$ cat src/hw/rtl/sbl_pkg.sv
package sbl_pkg;

  localparam int KEY_W            = 8;
  localparam int COUNT_OUT_W      = 5;
  localparam int STATUS_W         = 2;
  localparam int DEFAULT_CAPACITY = 16;

  localparam logic OP_INSERT = 1'b0;
  localparam logic OP_REMOVE = 1'b1;

  localparam logic [STATUS_W-1:0] STATUS_DONE      = 2'd0;
  localparam logic [STATUS_W-1:0] STATUS_NOT_FOUND = 2'd1;
  localparam logic [STATUS_W-1:0] STATUS_FULL      = 2'd2;

  // Command broadcast to every cell of the row.
  typedef struct packed {
    logic             en;
    logic             op;
    logic [KEY_W-1:0] key;
  } cmd_t;

  // Per-cell compare results.
  typedef struct packed {
    logic gt;     // slot is empty or greater than the key
    logic match;  // slot holds an entry equal to the key
  } flag_t;

endpackage

$ cat src/hw/rtl/sbl_cell.sv
module sbl_cell (
  input  logic                       clk,
  input  sbl_pkg::cmd_t              cmd,
  input  logic                       valid,
  input  logic [sbl_pkg::KEY_W-1:0]  left_value,
  input  logic                       left_gt,
  input  logic [sbl_pkg::KEY_W-1:0]  right_value,
  output logic [sbl_pkg::KEY_W-1:0]  value,
  output sbl_pkg::flag_t             flags
);

  logic [sbl_pkg::KEY_W-1:0] value_r;
  logic [sbl_pkg::KEY_W-1:0] value_nxt;
  logic                      gt;
  logic                      ge;

  assign gt          = !valid || (value_r > cmd.key);
  assign ge          = !valid || (value_r >= cmd.key);
  assign flags.gt    = gt;
  assign flags.match = valid && (value_r == cmd.key);
  assign value       = value_r;

  // Insert shifts every entry from the insert point one place right; remove
  // pulls every entry from the matching slot one place left.
  always_comb begin
    value_nxt = value_r;
    if (cmd.en) begin
      if (cmd.op == sbl_pkg::OP_INSERT) begin
        if (left_gt) begin
          value_nxt = left_value;
        end else if (gt) begin
          value_nxt = cmd.key;
        end
      end else if (ge) begin
        value_nxt = right_value;
      end
    end
  end

  always_ff @(posedge clk) begin
    value_r <= value_nxt;
  end

endmodule

$ cat src/hw/rtl/sorted_byte_list_insert_remove.sv
// Channel   Direction  Handshake            Payload
// request   in         start / busy         in_operation, in_key
// result    out        out_strobe (1 cycle) out_status, out_entry_count,
//                                           out_is_empty, out_smallest
//
// Each request is captured at the accept edge, and the next cycle runs the
// compare-and-shift across the whole row of cells. The result strobes in the
// cycle after that, and the next request is accepted at the edge that ends
// that strobe cycle, so a new request is only taken once the last has updated the row.
// Reset is synchronous and active low and empties the list with no clearing
// pass, since cells are only read below the count; the receiver cannot stall.
module sorted_byte_list_insert_remove #(
  parameter int CAPACITY = sbl_pkg::DEFAULT_CAPACITY
) (
  input  logic                             clk,
  input  logic                             rst_n,
  input  logic                             start,
  output logic                             busy,
  input  logic                             in_operation,
  input  logic [sbl_pkg::KEY_W-1:0]        in_key,
  output logic                             out_strobe,
  output logic [sbl_pkg::STATUS_W-1:0]     out_status,
  output logic [sbl_pkg::COUNT_OUT_W-1:0]  out_entry_count,
  output logic                             out_is_empty,
  output logic [sbl_pkg::KEY_W-1:0]        out_smallest
);

  localparam int CNT_W = $clog2(CAPACITY + 1);

  // Request capture and control.
  logic                          busy_r;
  logic                          strobe_r;
  logic                          op_r;
  logic [sbl_pkg::KEY_W-1:0]     key_r;
  logic [CNT_W-1:0]              cnt_r;
  logic [CNT_W-1:0]              cnt_nxt;
  logic [sbl_pkg::STATUS_W-1:0]  status_r;
  logic [sbl_pkg::STATUS_W-1:0]  status_nxt;
  logic                          accept;
  logic                          full;
  logic                          found;
  sbl_pkg::cmd_t                 cmd;

  // Row of cells and the wires between neighbors.
  logic [sbl_pkg::KEY_W-1:0]     cell_value [CAPACITY];
  sbl_pkg::flag_t                cell_flags [CAPACITY];
  logic [CAPACITY-1:0]           match_vec;
  logic [31:0]                   cnt_ext;

  assign accept = start && !busy_r;
  assign busy   = busy_r;
  assign full   = (cnt_r == CNT_W'(CAPACITY));
  assign found  = |match_vec;

  // The row only changes in the update cycle, and only when the request can
  // take effect: an insert needs a free slot, a remove needs a match.
  assign cmd.op  = op_r;
  assign cmd.key = key_r;
  assign cmd.en  = busy_r && ((op_r == sbl_pkg::OP_INSERT) ? !full : found);

  for (genvar i = 0; i < CAPACITY; i++) begin : g_cell
    localparam logic [CNT_W-1:0] IDX = CNT_W'(i);
    logic [sbl_pkg::KEY_W-1:0] left_value;
    logic                      left_gt;
    logic [sbl_pkg::KEY_W-1:0] right_value;

    // The first cell never receives from the left; the last cell keeps its
    // own value on a remove because that slot drops out of the count.
    if (i == 0) begin : g_first
      assign left_value = key_r;
      assign left_gt    = 1'b0;
    end else begin : g_mid
      assign left_value = cell_value[i-1];
      assign left_gt    = cell_flags[i-1].gt;
    end
    if (i == CAPACITY - 1) begin : g_last
      assign right_value = cell_value[i];
    end else begin : g_next
      assign right_value = cell_value[i+1];
    end

    sbl_cell u_cell (
      .clk         (clk),
      .cmd         (cmd),
      .valid       (IDX < cnt_r),
      .left_value  (left_value),
      .left_gt     (left_gt),
      .right_value (right_value),
      .value       (cell_value[i]),
      .flags       (cell_flags[i])
    );

    assign match_vec[i] = cell_flags[i].match;
  end

  // Status and count for the request in its update cycle.
  always_comb begin
    cnt_nxt    = cnt_r;
    status_nxt = sbl_pkg::STATUS_DONE;
    if (op_r == sbl_pkg::OP_INSERT) begin
      if (full) begin
        status_nxt = sbl_pkg::STATUS_FULL;
      end else begin
        cnt_nxt = cnt_r + CNT_W'(1);
      end
    end else begin
      if (found) begin
        cnt_nxt = cnt_r - CNT_W'(1);
      end else begin
        status_nxt = sbl_pkg::STATUS_NOT_FOUND;
      end
    end
  end

  always_ff @(posedge clk) begin
    if (!rst_n) begin
      busy_r   <= 1'b0;
      strobe_r <= 1'b0;
      cnt_r    <= '0;
    end else begin
      strobe_r <= busy_r;
      if (accept) begin
        busy_r <= 1'b1;
      end else if (busy_r) begin
        busy_r <= 1'b0;
        cnt_r  <= cnt_nxt;
      end
    end
  end

  always_ff @(posedge clk) begin
    if (accept) begin
      op_r  <= in_operation;
      key_r <= in_key;
    end
    if (busy_r) begin
      status_r <= status_nxt;
    end
  end

  // Results come straight from registers, which hold through the strobe
  // cycle because a request accepted then only updates them at the end of its update cycle.
  assign cnt_ext         = 32'(cnt_r);
  assign out_strobe      = strobe_r;
  assign out_status      = status_r;
  assign out_entry_count = cnt_ext[sbl_pkg::COUNT_OUT_W-1:0];
  assign out_is_empty    = (cnt_r == '0);
  assign out_smallest    = (cnt_r == '0) ? '0 : cell_value[0];

  // Every update cycle is followed by exactly one result strobe.
  a_strobe_follows: assert property (@(posedge clk) disable iff (!rst_n)
    busy_r |=> out_strobe)
    else $error("result strobe missing after update cycle");

  // The count never exceeds the number of cells.
  a_count_bound: assert property (@(posedge clk) disable iff (!rst_n)
    cnt_r <= CNT_W'(CAPACITY))
    else $error("entry count exceeds capacity");

  // A full status is only reported while every cell is occupied.
  a_full_status: assert property (@(posedge clk) disable iff (!rst_n)
    (out_strobe && (out_status == sbl_pkg::STATUS_FULL)) |-> full)
    else $error("full status reported with free cells");

  // The two front entries stay in ascending order.
  if (CAPACITY > 1) begin : g_order_check
    a_front_sorted: assert property (@(posedge clk) disable iff (!rst_n)
      (cnt_r >= CNT_W'(2)) |-> (cell_value[0] <= cell_value[1]))
      else $error("front entries out of order");
  end

endmodule

$ cat config.mk
export PLATFORM = sky130hd
export DESIGN_NAME = sorted_byte_list_insert_remove
export DESIGN_NICKNAME = d
export VERILOG_FILES = /design/src/hw/rtl/sbl_pkg.sv /design/src/hw/rtl/sbl_cell.sv /design/src/hw/rtl/sorted_byte_list_insert_remove.sv
export SDC_FILE = /design/constraint.sdc
export NUM_CORES = 1
export LEC_CHECK = 0
export ABC_AREA = 1
export BUFFER_PORTS_ARGS = -buffer_cell sky130_fd_sc_hd__buf_2
export CAP_MARGIN = 20
export CORE_MARGIN = 2
export CORE_UTILIZATION = 35
export CTS_CLUSTER_SIZE = 16
export DETAILED_ROUTE_END_ITERATION = 8
export GPL_TIMING_DRIVEN = 0
export PLACE_DENSITY = 0.48
export SYNTH_ARGS = -nofsm -noshare
export SYNTH_HDL_FRONTEND = slang
export SYNTH_HIERARCHICAL = 1
export SYNTH_SLANG_ARGS = --single-unit
$ cat constraint.sdc
create_clock -name clk -period 3.5 [get_ports clk]
set_clock_uncertainty 0.15 [all_clocks]
set_input_delay 0.525 -clock clk [delete_from_list [all_inputs] [get_ports clk]]
set_output_delay 0.525 -clock clk [all_outputs]
set_load 0.02 [all_outputs]
==> results of run 1 <==
-- power breakdown --
| group | switching [mW] | internal [mW] |
|---|---|---|
| combinational | 0.595 | 0.357 |
| sequential | 0.0703 | 1.99 |
| clock | 0.806 | 1.21 |
| total | 1.47 | 3.56 |
-- area by class of cell --
| cell class | count | area (um2) |
|---|---|---|
| fill | 3541 | 19750 |
| inverter | 251 | 989.7 |
| tap | 448 | 560.5 |
| multi-input combinational | 1144 | 6513 |
| sequential | 146 | 4315 |
| clock inverter | 13 | 185.2 |
| buffer | 50 | 340.3 |
| timing repair buffer | 61 | 608.1 |
| clock buffer | 19 | 442.9 |
-- routing by layer --
layer / vias up / track usage / part of all wire
met3: 18 / 0.03262 / 0.029
met2: 132 / 0.3343 / 0.48
met5: - / 0 / 0
met1: 4932 / 0.2696 / 0.48
li1: 5371 / - / -
met4: 0 / 0.04234 / 0.0090
-- layout by cell type (no fill, tap or decap), types with 16 or more instances in the layout --
| cell type | count |
|---|---|
| sky130_fd_sc_hd__a21oi_1 | 319 |
| sky130_fd_sc_hd__a21oi_2 | 17 |
| sky130_fd_sc_hd__buf_2 | 46 |
| sky130_fd_sc_hd__buf_4 | 50 |
| sky130_fd_sc_hd__clkbuf_16 | 17 |
| sky130_fd_sc_hd__edfxtp_1 | 139 |
| sky130_fd_sc_hd__ha_1 | 132 |
| sky130_fd_sc_hd__inv_1 | 215 |
| sky130_fd_sc_hd__inv_2 | 18 |
| sky130_fd_sc_hd__inv_4 | 17 |
| sky130_fd_sc_hd__nand2_1 | 334 |
| sky130_fd_sc_hd__nand2_2 | 33 |
| sky130_fd_sc_hd__nand3_1 | 37 |
| sky130_fd_sc_hd__nand3b_1 | 16 |
| sky130_fd_sc_hd__nor2_1 | 177 |
| sky130_fd_sc_hd__nor2_2 | 17 |
| sky130_fd_sc_hd__nor2_4 | 33 |
-- state kept, by name, summed over array words and instances (netlist names) --
| register | count |
|---|---|
| busy | 1 |
| g_cell.left_value | 8 |
| g_cell.u_cell/value | 128 |
| op_r | 1 |
| out_entry_count | 5 |
| out_status | 2 |
| out_strobe | 1 |
-- worst max-delay path, cell delays in order (launching register included) --
cell                      delay, ns
sky130_fd_sc_hd__dfxtp_1       0.36
sky130_fd_sc_hd__buf_2         0.20
sky130_fd_sc_hd__nor2_1        0.08
sky130_fd_sc_hd__o21ai_1       0.38
sky130_fd_sc_hd__o21a_1        0.30
sky130_fd_sc_hd__nand3_1       0.13
sky130_fd_sc_hd__inv_1         0.14
sky130_fd_sc_hd__nor2_1        0.05
sky130_fd_sc_hd__nand2_1       0.12
sky130_fd_sc_hd__nor2_2        0.06
sky130_fd_sc_hd__nand3_4       0.12
sky130_fd_sc_hd__nand2_4       0.08
sky130_fd_sc_hd__inv_4         0.29
sky130_fd_sc_hd__nand2_1       0.15
sky130_fd_sc_hd__nor2_4        0.30
-- worst paths after layout --
kind / depth (start not counted) / endpoint / startpoint / slack [ns]
setup / recovery: 14 / g_cell[1].u_cell/value[0] / out_entry_count[1] / 0.24
hold / removal: 1 / g_cell[0].left_value[5] / in_key[5] / 0.11
setup reg to reg: 14 / g_cell[1].u_cell/value[0] / out_entry_count[1] / 0.24
hold reg to reg: 2 / out_strobe / busy / 0.40
-- timing repair --
action	4_1_cts	5_1_grt
hold buffers	0	0
setup endpoints to repair	128	128
setup buffers	24	0
resized for setup	24	10
pin swaps	0	0
endpoints found under the hold margin	0	0
==> impl_summary.log, run 1 <==
INFO  metric layout.core_utilization = 0.4141
INFO  metric cp_data_required_time = 3.46 ns
INFO  metric floorplan.die.width = 189.4 um
INFO  metric wire_length_of_the_first_global_routing_pass = 55730 um
INFO  metric hp-class = in -> reg
INFO  metric htree_levels = 4
INFO  metric cts_made_buffers = 17
INFO  metric antenna_cells_inserted = 0
INFO  metric syn_nets = 1735
INFO  metric detail_route.iter0.violations = 599
INFO  metric global_route.usage.total = 0.1991
INFO  metric grt_setup_unrepaired = no
INFO  metric path_max_fanout = 18
INFO  metric placeableCoreArea = 0.03370 mm2
INFO  metric max-clock-path-buffers = 2
INFO  metric start_kind = flip-flop
INFO  metric timing.final.crit_period = 3.263 ns
INFO  metric finalPower = 5.034 mW
INFO  metric power-per-cell-area = 360.7 mW/mm2
INFO  metric syn2layout_area_growth = 15.94%
INFO  metric syn_avg_cell_area = 7.565 um2
INFO  metric placement.cell_area = 0.01296 mm2
INFO  metric critPathKind = reg -> reg
INFO  metric yosysWarnings = 6
INFO  metric hpwlAfterDp = 25810 um
INFO  metric first_global_vias = 10200
INFO  metric finalHoldViolations = 0
INFO  metric grt_antenna_before_repair = 0
INFO  metric status = complete, no violations
INFO  metric ioPinCount = 30
INFO  metric via_per_inst = 4.903
INFO  metric num-nets-final = 1815
INFO  metric dp_worst_setup_slack = -0.5989 ns
INFO  metric worst-slew-pin-transition = 0.9693 ns
INFO  metric stdcell_area = 0.01395 mm2
INFO  metric detailroute.via_count = 10450
INFO  metric die_footprint = 0.03589 mm2
INFO  metric synth.cell_area = 0.01204 mm2
INFO  metric vdd_ir_drop_max = 0.3553 mV
INFO  metric drt_first_pass_iters = 5
INFO  metric power.leakage = 6.211 nW
INFO  metric clk_root_buffer_cell = sky130_fd_sc_hd__clkbuf_16
INFO  metric report.final.slew_viol_count = 0
INFO  metric clock_sink_count = 146
INFO  metric maxClockFrequency = 306.5 MHz
INFO  metric instance_count_after_placement_with_tap_cells_included = 2076
INFO  metric max_cap_viol_count = 0
INFO  metric antenna_left = 0
INFO  metric timing.final.ws_setup = 0.2370 ns
INFO  metric routabilityCongestion = 0.7833
INFO  metric drt_drc_violations_left = 0
INFO  metric whs = 0.1068 ns
INFO  metric syn_inst = 1591
INFO  metric report.final.setup_viol = 0
INFO  metric critPathCaptureType = flip-flop
INFO  metric tritoncts_clock_tree = yes
INFO  metric slew_headroom = 0.3538
INFO  metric tns = 0 ns
INFO  metric fraction_of_layout_instances_using_a_drive_strength_above_1 = 0.1686
INFO  metric io_buffer_count = 29
INFO  metric initial_core_util = 0.3572
INFO  metric grt_overflow = 0
INFO  metric pin_count_of_the_biggest_net_entering_global_routing = 20
INFO  metric instances_no_fill = 2132
INFO  metric avgRoutedWirePerCell = 16.24 um
INFO  metric clk_pin_slew_worst_paths = 0.07 ns
INFO  metric part_of_the_cycle_the_worst_path_needs = 0.9323
INFO  metric clock_insertion_delay_at_the_later_pin_of_the_skew_report = 0.45 ns
INFO  metric core.rowCount = 67
INFO  metric critPathArrivalTime = 3.23 ns
INFO  metric die_h = 189.4 um
INFO  metric route.final.wire_length = 34630 um
Power figures use the tool's default switching activity.
==> run 2: changes to the inputs <==
--- a/config.mk
+++ b/config.mk
@@ -8,12 +8,13 @@
 export ABC_AREA = 1
 export BUFFER_PORTS_ARGS = -buffer_cell sky130_fd_sc_hd__buf_2
 export CAP_MARGIN = 20
-export CORE_MARGIN = 2
 export CORE_UTILIZATION = 35
 export CTS_CLUSTER_SIZE = 16
 export DETAILED_ROUTE_END_ITERATION = 8
 export GPL_TIMING_DRIVEN = 0
+export MAX_ROUTING_LAYER = met4
 export PLACE_DENSITY = 0.48
+export SLEW_MARGIN = 30
 export SYNTH_ARGS = -nofsm -noshare
 export SYNTH_HDL_FRONTEND = slang
 export SYNTH_HIERARCHICAL = 1
==> run 2 against run 1 <==
Flip-flop and latch count is the same. Critical path depth unchanged. Combinational power down 3.0%. Clock-buffer cell count increased by 4. Global-route usage is 1.0 points higher. Die area down 2.1%. Largest power group unchanged. Via count is 0.23% higher. Total power shrank 2.1%. First-iteration DRC count decreased by 2.3%. Register-to-register slack better by 0.02 ns.
==> impl_summary.log, run 2 (same netlist as run 1, synthesis figures left out) <==
INFO  metric status = complete, no violations
INFO  metric cts_hold_buf = 0
INFO  metric initial_core_util = 0.3572
INFO  metric power-per-cell-area = 358.0 mW/mm2
INFO  metric drt_first_pass_iters = 6
INFO  metric report.final.setup_viol = 0
INFO  metric slew_headroom = 0.3216
INFO  metric worst-r2r-setup-slack = 0.25 ns
INFO  metric tritoncts_clock_tree = yes
INFO  metric max-clock-path-buffers = 2
INFO  metric timing.rr.end = g_cell[2].u_cell/value[0]
INFO  metric detail_route.iter0.violations = 585
INFO  metric avgRoutedWirePerCell = 16.17 um
INFO  metric antenna_cells_inserted = 0
INFO  metric routabilityCongestion = 0.8052
INFO  metric worst_r2r_startpoint = g_cell[0].left_value[0]
INFO  metric register_area = 0.004315 mm2
INFO  metric antenna_left = 0
INFO  metric critPathCaptureType = flip-flop
INFO  metric drt_drc_violations_left = 0
INFO  metric fill_cells = 3567
INFO  metric hpwlAfterDp = 26650 um
INFO  metric part_of_the_cycle_the_worst_path_needs = 0.9275
INFO  metric core.rowCount = 67
INFO  metric number_of_cells_traversed_by_the_worst_hold_path = 1
INFO  metric max_ffs_per_register = 128
INFO  metric critPathArrivalTime = 3.21 ns
INFO  metric start_kind = flip-flop
INFO  metric htree_levels = 4
INFO  metric via_per_inst = 4.926
INFO  metric die_footprint = 0.03514 mm2
INFO  metric maxClockFrequency = 308.0 MHz
INFO  metric clk_root_buffer_cell = sky130_fd_sc_hd__clkbuf_16
INFO  metric ioPinCount = 30
INFO  metric clk_pin_slew_worst_paths = 0.06 ns
INFO  metric grt_antenna_before_repair = 0
INFO  metric final_common_cell = sky130_fd_sc_hd__nand2_1
INFO  metric multi_input_area = 0.006513 mm2
INFO  metric most-common-layout-cells = sky130_fd_sc_hd__nand2_1, sky130_fd_sc_hd__a21oi_1, sky130_fd_sc_hd__inv_1
INFO  metric tns = 0 ns
INFO  metric floorplan.die.width = 187.4 um
INFO  metric crit_start = g_cell[0].left_value[0]
INFO  metric max_cap_viol_count = 0
INFO  metric clock_insertion_delay_at_the_later_pin_of_the_skew_report = 0.45 ns
INFO  metric timing_endpoint_of_the_critical_path = g_cell[2].u_cell/value[0]
INFO  metric critPathKind = reg -> reg
INFO  metric hp-class = in -> reg
INFO  metric worst-slew-pin-transition = 1.018 ns
INFO  metric finalHoldViolations = 0
INFO  metric placeableCoreArea = 0.03370 mm2
INFO  metric cp_data_required_time = 3.47 ns
INFO  metric report.final.slew_viol_count = 0
INFO  metric timing.final.crit_period = 3.246 ns
INFO  metric die_h = 187.4 um
INFO  metric power.leakage = 6.126 nW
INFO  metric pin_count_of_the_biggest_net_entering_global_routing = 19
INFO  metric detailroute.via_count = 10480
INFO  metric finalPower = 4.930 mW
INFO  metric wire_length_of_the_first_global_routing_pass = 56050 um
INFO  metric syn2layout_area_growth = 14.41%
INFO  metric grt_overflow = 0
INFO  metric num-nets-final = 1810
INFO  metric route.final.wire_length = 34380 um
INFO  metric global_route.usage.total = 0.2094
INFO  metric grt_setup_unrepaired = no
INFO  metric first_global_vias = 10290
INFO  metric layout.core_utilization = 0.4086
INFO  metric fraction_of_layout_instances_using_a_drive_strength_above_1 = 0.1644
INFO  metric vdd_ir_drop_max = 0.3321 mV
INFO  metric path_max_fanout = 18
INFO  metric timing.reg2reg.worst_path_depth = 14
INFO  metric clock_sink_count = 146
INFO  metric io_buffer_count = 29
INFO  metric cts_made_buffers = 17
## run 2: cell types whose count changed in the layout (fill, tap and decap cells not counted), sizes merged
cell | before | now
clkbuf | 19 | 23
bufinv | 4 | 3
clkinvlp | 5 | 4
buf | 111 | 106
clkinv | 5 | 3
## run 2: cell type report
class                      instances  area share
multi-input combinational       1144      0.4729
clock inverter                     9    0.009359
sequential                       146      0.3134
timing repair buffer              56     0.03216
inverter                         251     0.07205
clock buffer                      23     0.03471
buffer                            50     0.02471
tap                              448     0.04071
## run 2: stage by stage
step	setup slack [ns]	hold slack [ns]	instance area, um2	std cells
floorplan	0.5492	0.4154	12040	1591
global placement	-0.9832	0.3709	12740	2068
detailed placement	-0.3912	0.3764	12960	2084
CTS	0.05744	0.08081	13710	2120
global route	0.08558	0.08427	13770	2127
finish	0.2537	0.1073	13770	2127
## run 2: worst min-delay path by stage
| stage | startpoint | end |
|---|---|---|
| 2_1_floorplan | busy | out_strobe |
| 3_3_place_gp | busy | out_strobe |
| 3_5_place_dp | busy | out_strobe |
| 4_1_cts | in_key[1] | g_cell[0].left_value[1] |
| 5_1_grt | in_key[1] | g_cell[0].left_value[1] |
| 6_report | in_key[1] | g_cell[0].left_value[1] |
## run 2: metal layers
metal	wire length [um]	part of all wire	track usage	vias to the layer above
li1	-	-	-	5358
met5	0	0	-	-
met3	929	0.027	0.02889	20
met1	16640	0.48	0.2732	4970
met2	16390	0.48	0.3424	129
met4	416	0.012	0.04941	0
## run 2: critical path, cell delays in order, from the launching register on
cell and delay, ns:
sky130_fd_sc_hd__edfxtp_1 0.57, sky130_fd_sc_hd__buf_6 0.25, sky130_fd_sc_hd__ha_1 0.29, sky130_fd_sc_hd__nand2_1 0.05
sky130_fd_sc_hd__nor2_1 0.26, sky130_fd_sc_hd__nand3_1 0.15, sky130_fd_sc_hd__inv_1 0.10, sky130_fd_sc_hd__nor2_1 0.05
sky130_fd_sc_hd__nand2_1 0.06, sky130_fd_sc_hd__nor2_1 0.09, sky130_fd_sc_hd__nand3_4 0.11, sky130_fd_sc_hd__nand2_4 0.09
sky130_fd_sc_hd__inv_6 0.22, sky130_fd_sc_hd__nand2_1 0.16, sky130_fd_sc_hd__nor2_4 0.30
## run 2: power breakdown
group | internal [mW] | switching, mW
combinational | 0.336 | 0.587
sequential | 2.00 | 0.0707
clock | 1.17 | 0.767
## run 2: what timing repair did
action / in CTS / in global routing
setup endpoints to repair: 128 / 128
buffers inserted: 4 / 7
gates cloned: 0 / 0
resized for setup: 33 / 2
==> run 3: changes to the inputs <==
--- a/config.mk
+++ b/config.mk
@@ -8,6 +8,7 @@
 export ABC_AREA = 1
 export BUFFER_PORTS_ARGS = -buffer_cell sky130_fd_sc_hd__buf_2
 export CAP_MARGIN = 20
+export CORE_ASPECT_RATIO = 0.75
 export CORE_UTILIZATION = 35
 export CTS_CLUSTER_SIZE = 16
 export DETAILED_ROUTE_END_ITERATION = 8
==> run 3 against run 2 <==
Flip-flop and latch count stayed put. Global-route usage is 1.9 points higher. Clock power hardly changed. Via count is 2.9% higher. Core utilization is 0.23 points higher. Critical path depth is 2 higher.
==> impl_summary.log, run 3 (same netlist as run 1, synthesis figures left out) <==
INFO  metric status = complete, no violations
INFO  metric hpwlAfterDp = 29150 um
INFO  metric fraction_of_layout_instances_using_a_drive_strength_above_1 = 0.1682
INFO  metric finalPower = 4.942 mW
INFO  metric drt_first_pass_iters = 5
INFO  metric clk_root_buffer_cell = sky130_fd_sc_hd__clkbuf_16
INFO  metric wire_length_of_the_first_global_routing_pass = 59010 um
INFO  metric critPathCaptureType = flip-flop
INFO  metric route.final.wire_length = 37850 um
INFO  metric grt_overflow = 0
INFO  metric clk_pin_slew_worst_paths = 0.07 ns
INFO  metric grt_antenna_before_repair = 0
INFO  metric htree_levels = 4
INFO  metric whs = 0.09586 ns
INFO  metric placeableCoreArea = 0.03367 mm2
INFO  metric global_route.usage.total = 0.2279
INFO  metric via_per_inst = 5.054
INFO  metric ioPinCount = 30
INFO  metric max-clock-path-buffers = 2
INFO  metric drt_drc_violations_left = 0
INFO  metric syn2layout_area_growth = 14.97%
INFO  metric floorplan.die.width = 216.1 um
INFO  metric num-nets-final = 1814
INFO  metric detailroute.via_count = 10780
INFO  metric hp-class = in -> reg
INFO  metric max_cap_viol_count = 0
INFO  metric most-common-layout-cells = sky130_fd_sc_hd__nand2_1, sky130_fd_sc_hd__a21oi_1, sky130_fd_sc_hd__inv_1
INFO  metric finalHoldViolations = 0
INFO  metric cts_hold_buf = 0
INFO  metric avgRoutedWirePerCell = 17.75 um
INFO  metric report.final.slew_viol_count = 0
INFO  metric power-per-cell-area = 357.1 mW/mm2
INFO  metric clock_sink_count = 146
INFO  metric timing.final.crit_period = 3.307 ns
INFO  metric part_of_the_cycle_the_worst_path_needs = 0.9450
INFO  metric antenna_left = 0
INFO  metric io_buffer_count = 29
INFO  metric tritoncts_clock_tree = yes
INFO  metric clock_insertion_delay_at_the_later_pin_of_the_skew_report = 0.45 ns
INFO  metric detail_route.iter0.violations = 874
INFO  metric grt_setup_unrepaired = no
INFO  metric path_max_fanout = 18
INFO  metric dp_worst_setup_slack = -0.5259 ns
INFO  metric core.rowCount = 58
INFO  metric max_ffs_per_register = 128
INFO  metric timing.final.ws_setup = 0.1926 ns
INFO  metric initial_core_util = 0.3575
INFO  metric die_footprint = 0.03514 mm2
INFO  metric critPathKind = reg -> reg
INFO  metric die_h = 162.6 um
INFO  metric power.leakage = 6.160 nW
INFO  metric cp_data_required_time = 3.47 ns
INFO  metric start_kind = flip-flop
INFO  metric antenna_cells_inserted = 0
INFO  metric vdd_ir_drop_max = 0.2793 mV
INFO  metric cts_made_buffers = 17
INFO  metric layout.core_utilization = 0.4110
INFO  metric critPathArrivalTime = 3.27 ns
INFO  metric worst-slew-pin-transition = 0.7470 ns
INFO  metric pin_count_of_the_biggest_net_entering_global_routing = 19
INFO  metric slew_headroom = 0.5002
INFO  metric report.final.setup_viol = 0
INFO  metric maxClockFrequency = 302.4 MHz
INFO  metric routabilityCongestion = 0.8119
INFO  metric first_global_vias = 10210
INFO  metric final_common_cell = sky130_fd_sc_hd__nand2_1
run 3: cell types whose count changed in the layout (fill, tap and decap cells not counted), sizes merged:
cell    previous run  this run
buf              106       110
bufinv             3         2
clkbuf            23        18
clkinv             3         5
inv              250       254
run 3: final cells by class:
| type | count | area [um2] |
|---|---|---|
| fill | 3495 | 19830 |
| multi-input combinational | 1144 | 6518 |
| sequential | 146 | 4314 |
| inverter | 251 | 992.2 |
| tap | 450 | 563.0 |
| timing repair buffer | 60 | 520.5 |
| clock buffer | 18 | 439.2 |
| buffer | 50 | 340.3 |
| clock inverter | 14 | 151.4 |
run 3: path summary, 6_finish.rpt:
path / end / slack (ns) / cells after the start / startpoint
worst max-delay path: g_cell[1].u_cell/value[7] / 0.19 / 16 / g_cell[0].left_value[1]
worst min-delay path: g_cell[0].left_value[0] / 0.1 / 1 / in_key[0]
worst max register to register: g_cell[1].u_cell/value[7] / 0.19 / 16 / g_cell[0].left_value[1]
worst min register to register: out_strobe / 0.37 / 2 / busy
run 3: timing repair:
action	4_1_cts	5_1_grt
resized for setup	33	2
buffers inserted	11	1
pin swaps	0	1
hold endpoints to repair	0	0
endpoints found under the setup margin	128	128
run 3: where the power goes:
part	internal, mW	leakage (nW)	switching [mW]
Sequential	1.99	1.33	0.0722
Clock	1.08	0.277	0.833
Combinational	0.346	4.56	0.621
Total	3.42	6.16	1.53
run 3: worst max-delay path: stages, from the launching register on:
cell	delay, ns
sky130_fd_sc_hd__edfxtp_1	0.36
sky130_fd_sc_hd__buf_8	0.19
sky130_fd_sc_hd__buf_6	0.20
sky130_fd_sc_hd__inv_1	0.06
sky130_fd_sc_hd__ha_1	0.28
sky130_fd_sc_hd__nand2_1	0.05
sky130_fd_sc_hd__nor2_1	0.27
sky130_fd_sc_hd__nand3_1	0.15
sky130_fd_sc_hd__inv_1	0.11
sky130_fd_sc_hd__nor2_1	0.06
sky130_fd_sc_hd__nand2_1	0.07
sky130_fd_sc_hd__nor2_1	0.11
sky130_fd_sc_hd__nand3_4	0.14
sky130_fd_sc_hd__nand2_4	0.09
sky130_fd_sc_hd__inv_6	0.22
sky130_fd_sc_hd__nand2_1	0.14
sky130_fd_sc_hd__nor2_4	0.28
run 3: per-stage QoR:
step	instance area (um2)	std cells	TNS, ns
2_1_floorplan	12040	1591	0
3_3_place_gp	12740	2070	-164.33
3_5_place_dp	13020	2089	-60.28
4_1_cts	13830	2132	0
5_1_grt	13840	2133	0
6_report	13840	2133	0
run 3: per-layer routing:
metal / vias to the layer above / wire, um / track usage
li1: 5364 / - / -
met2: 285 / 15850 / 0.3268
met1: 5110 / 19550 / 0.3377
met3: 21 / 2119 / 0.03343
met4: 0 / 340 / 0.04353
met5: - / 0 / -
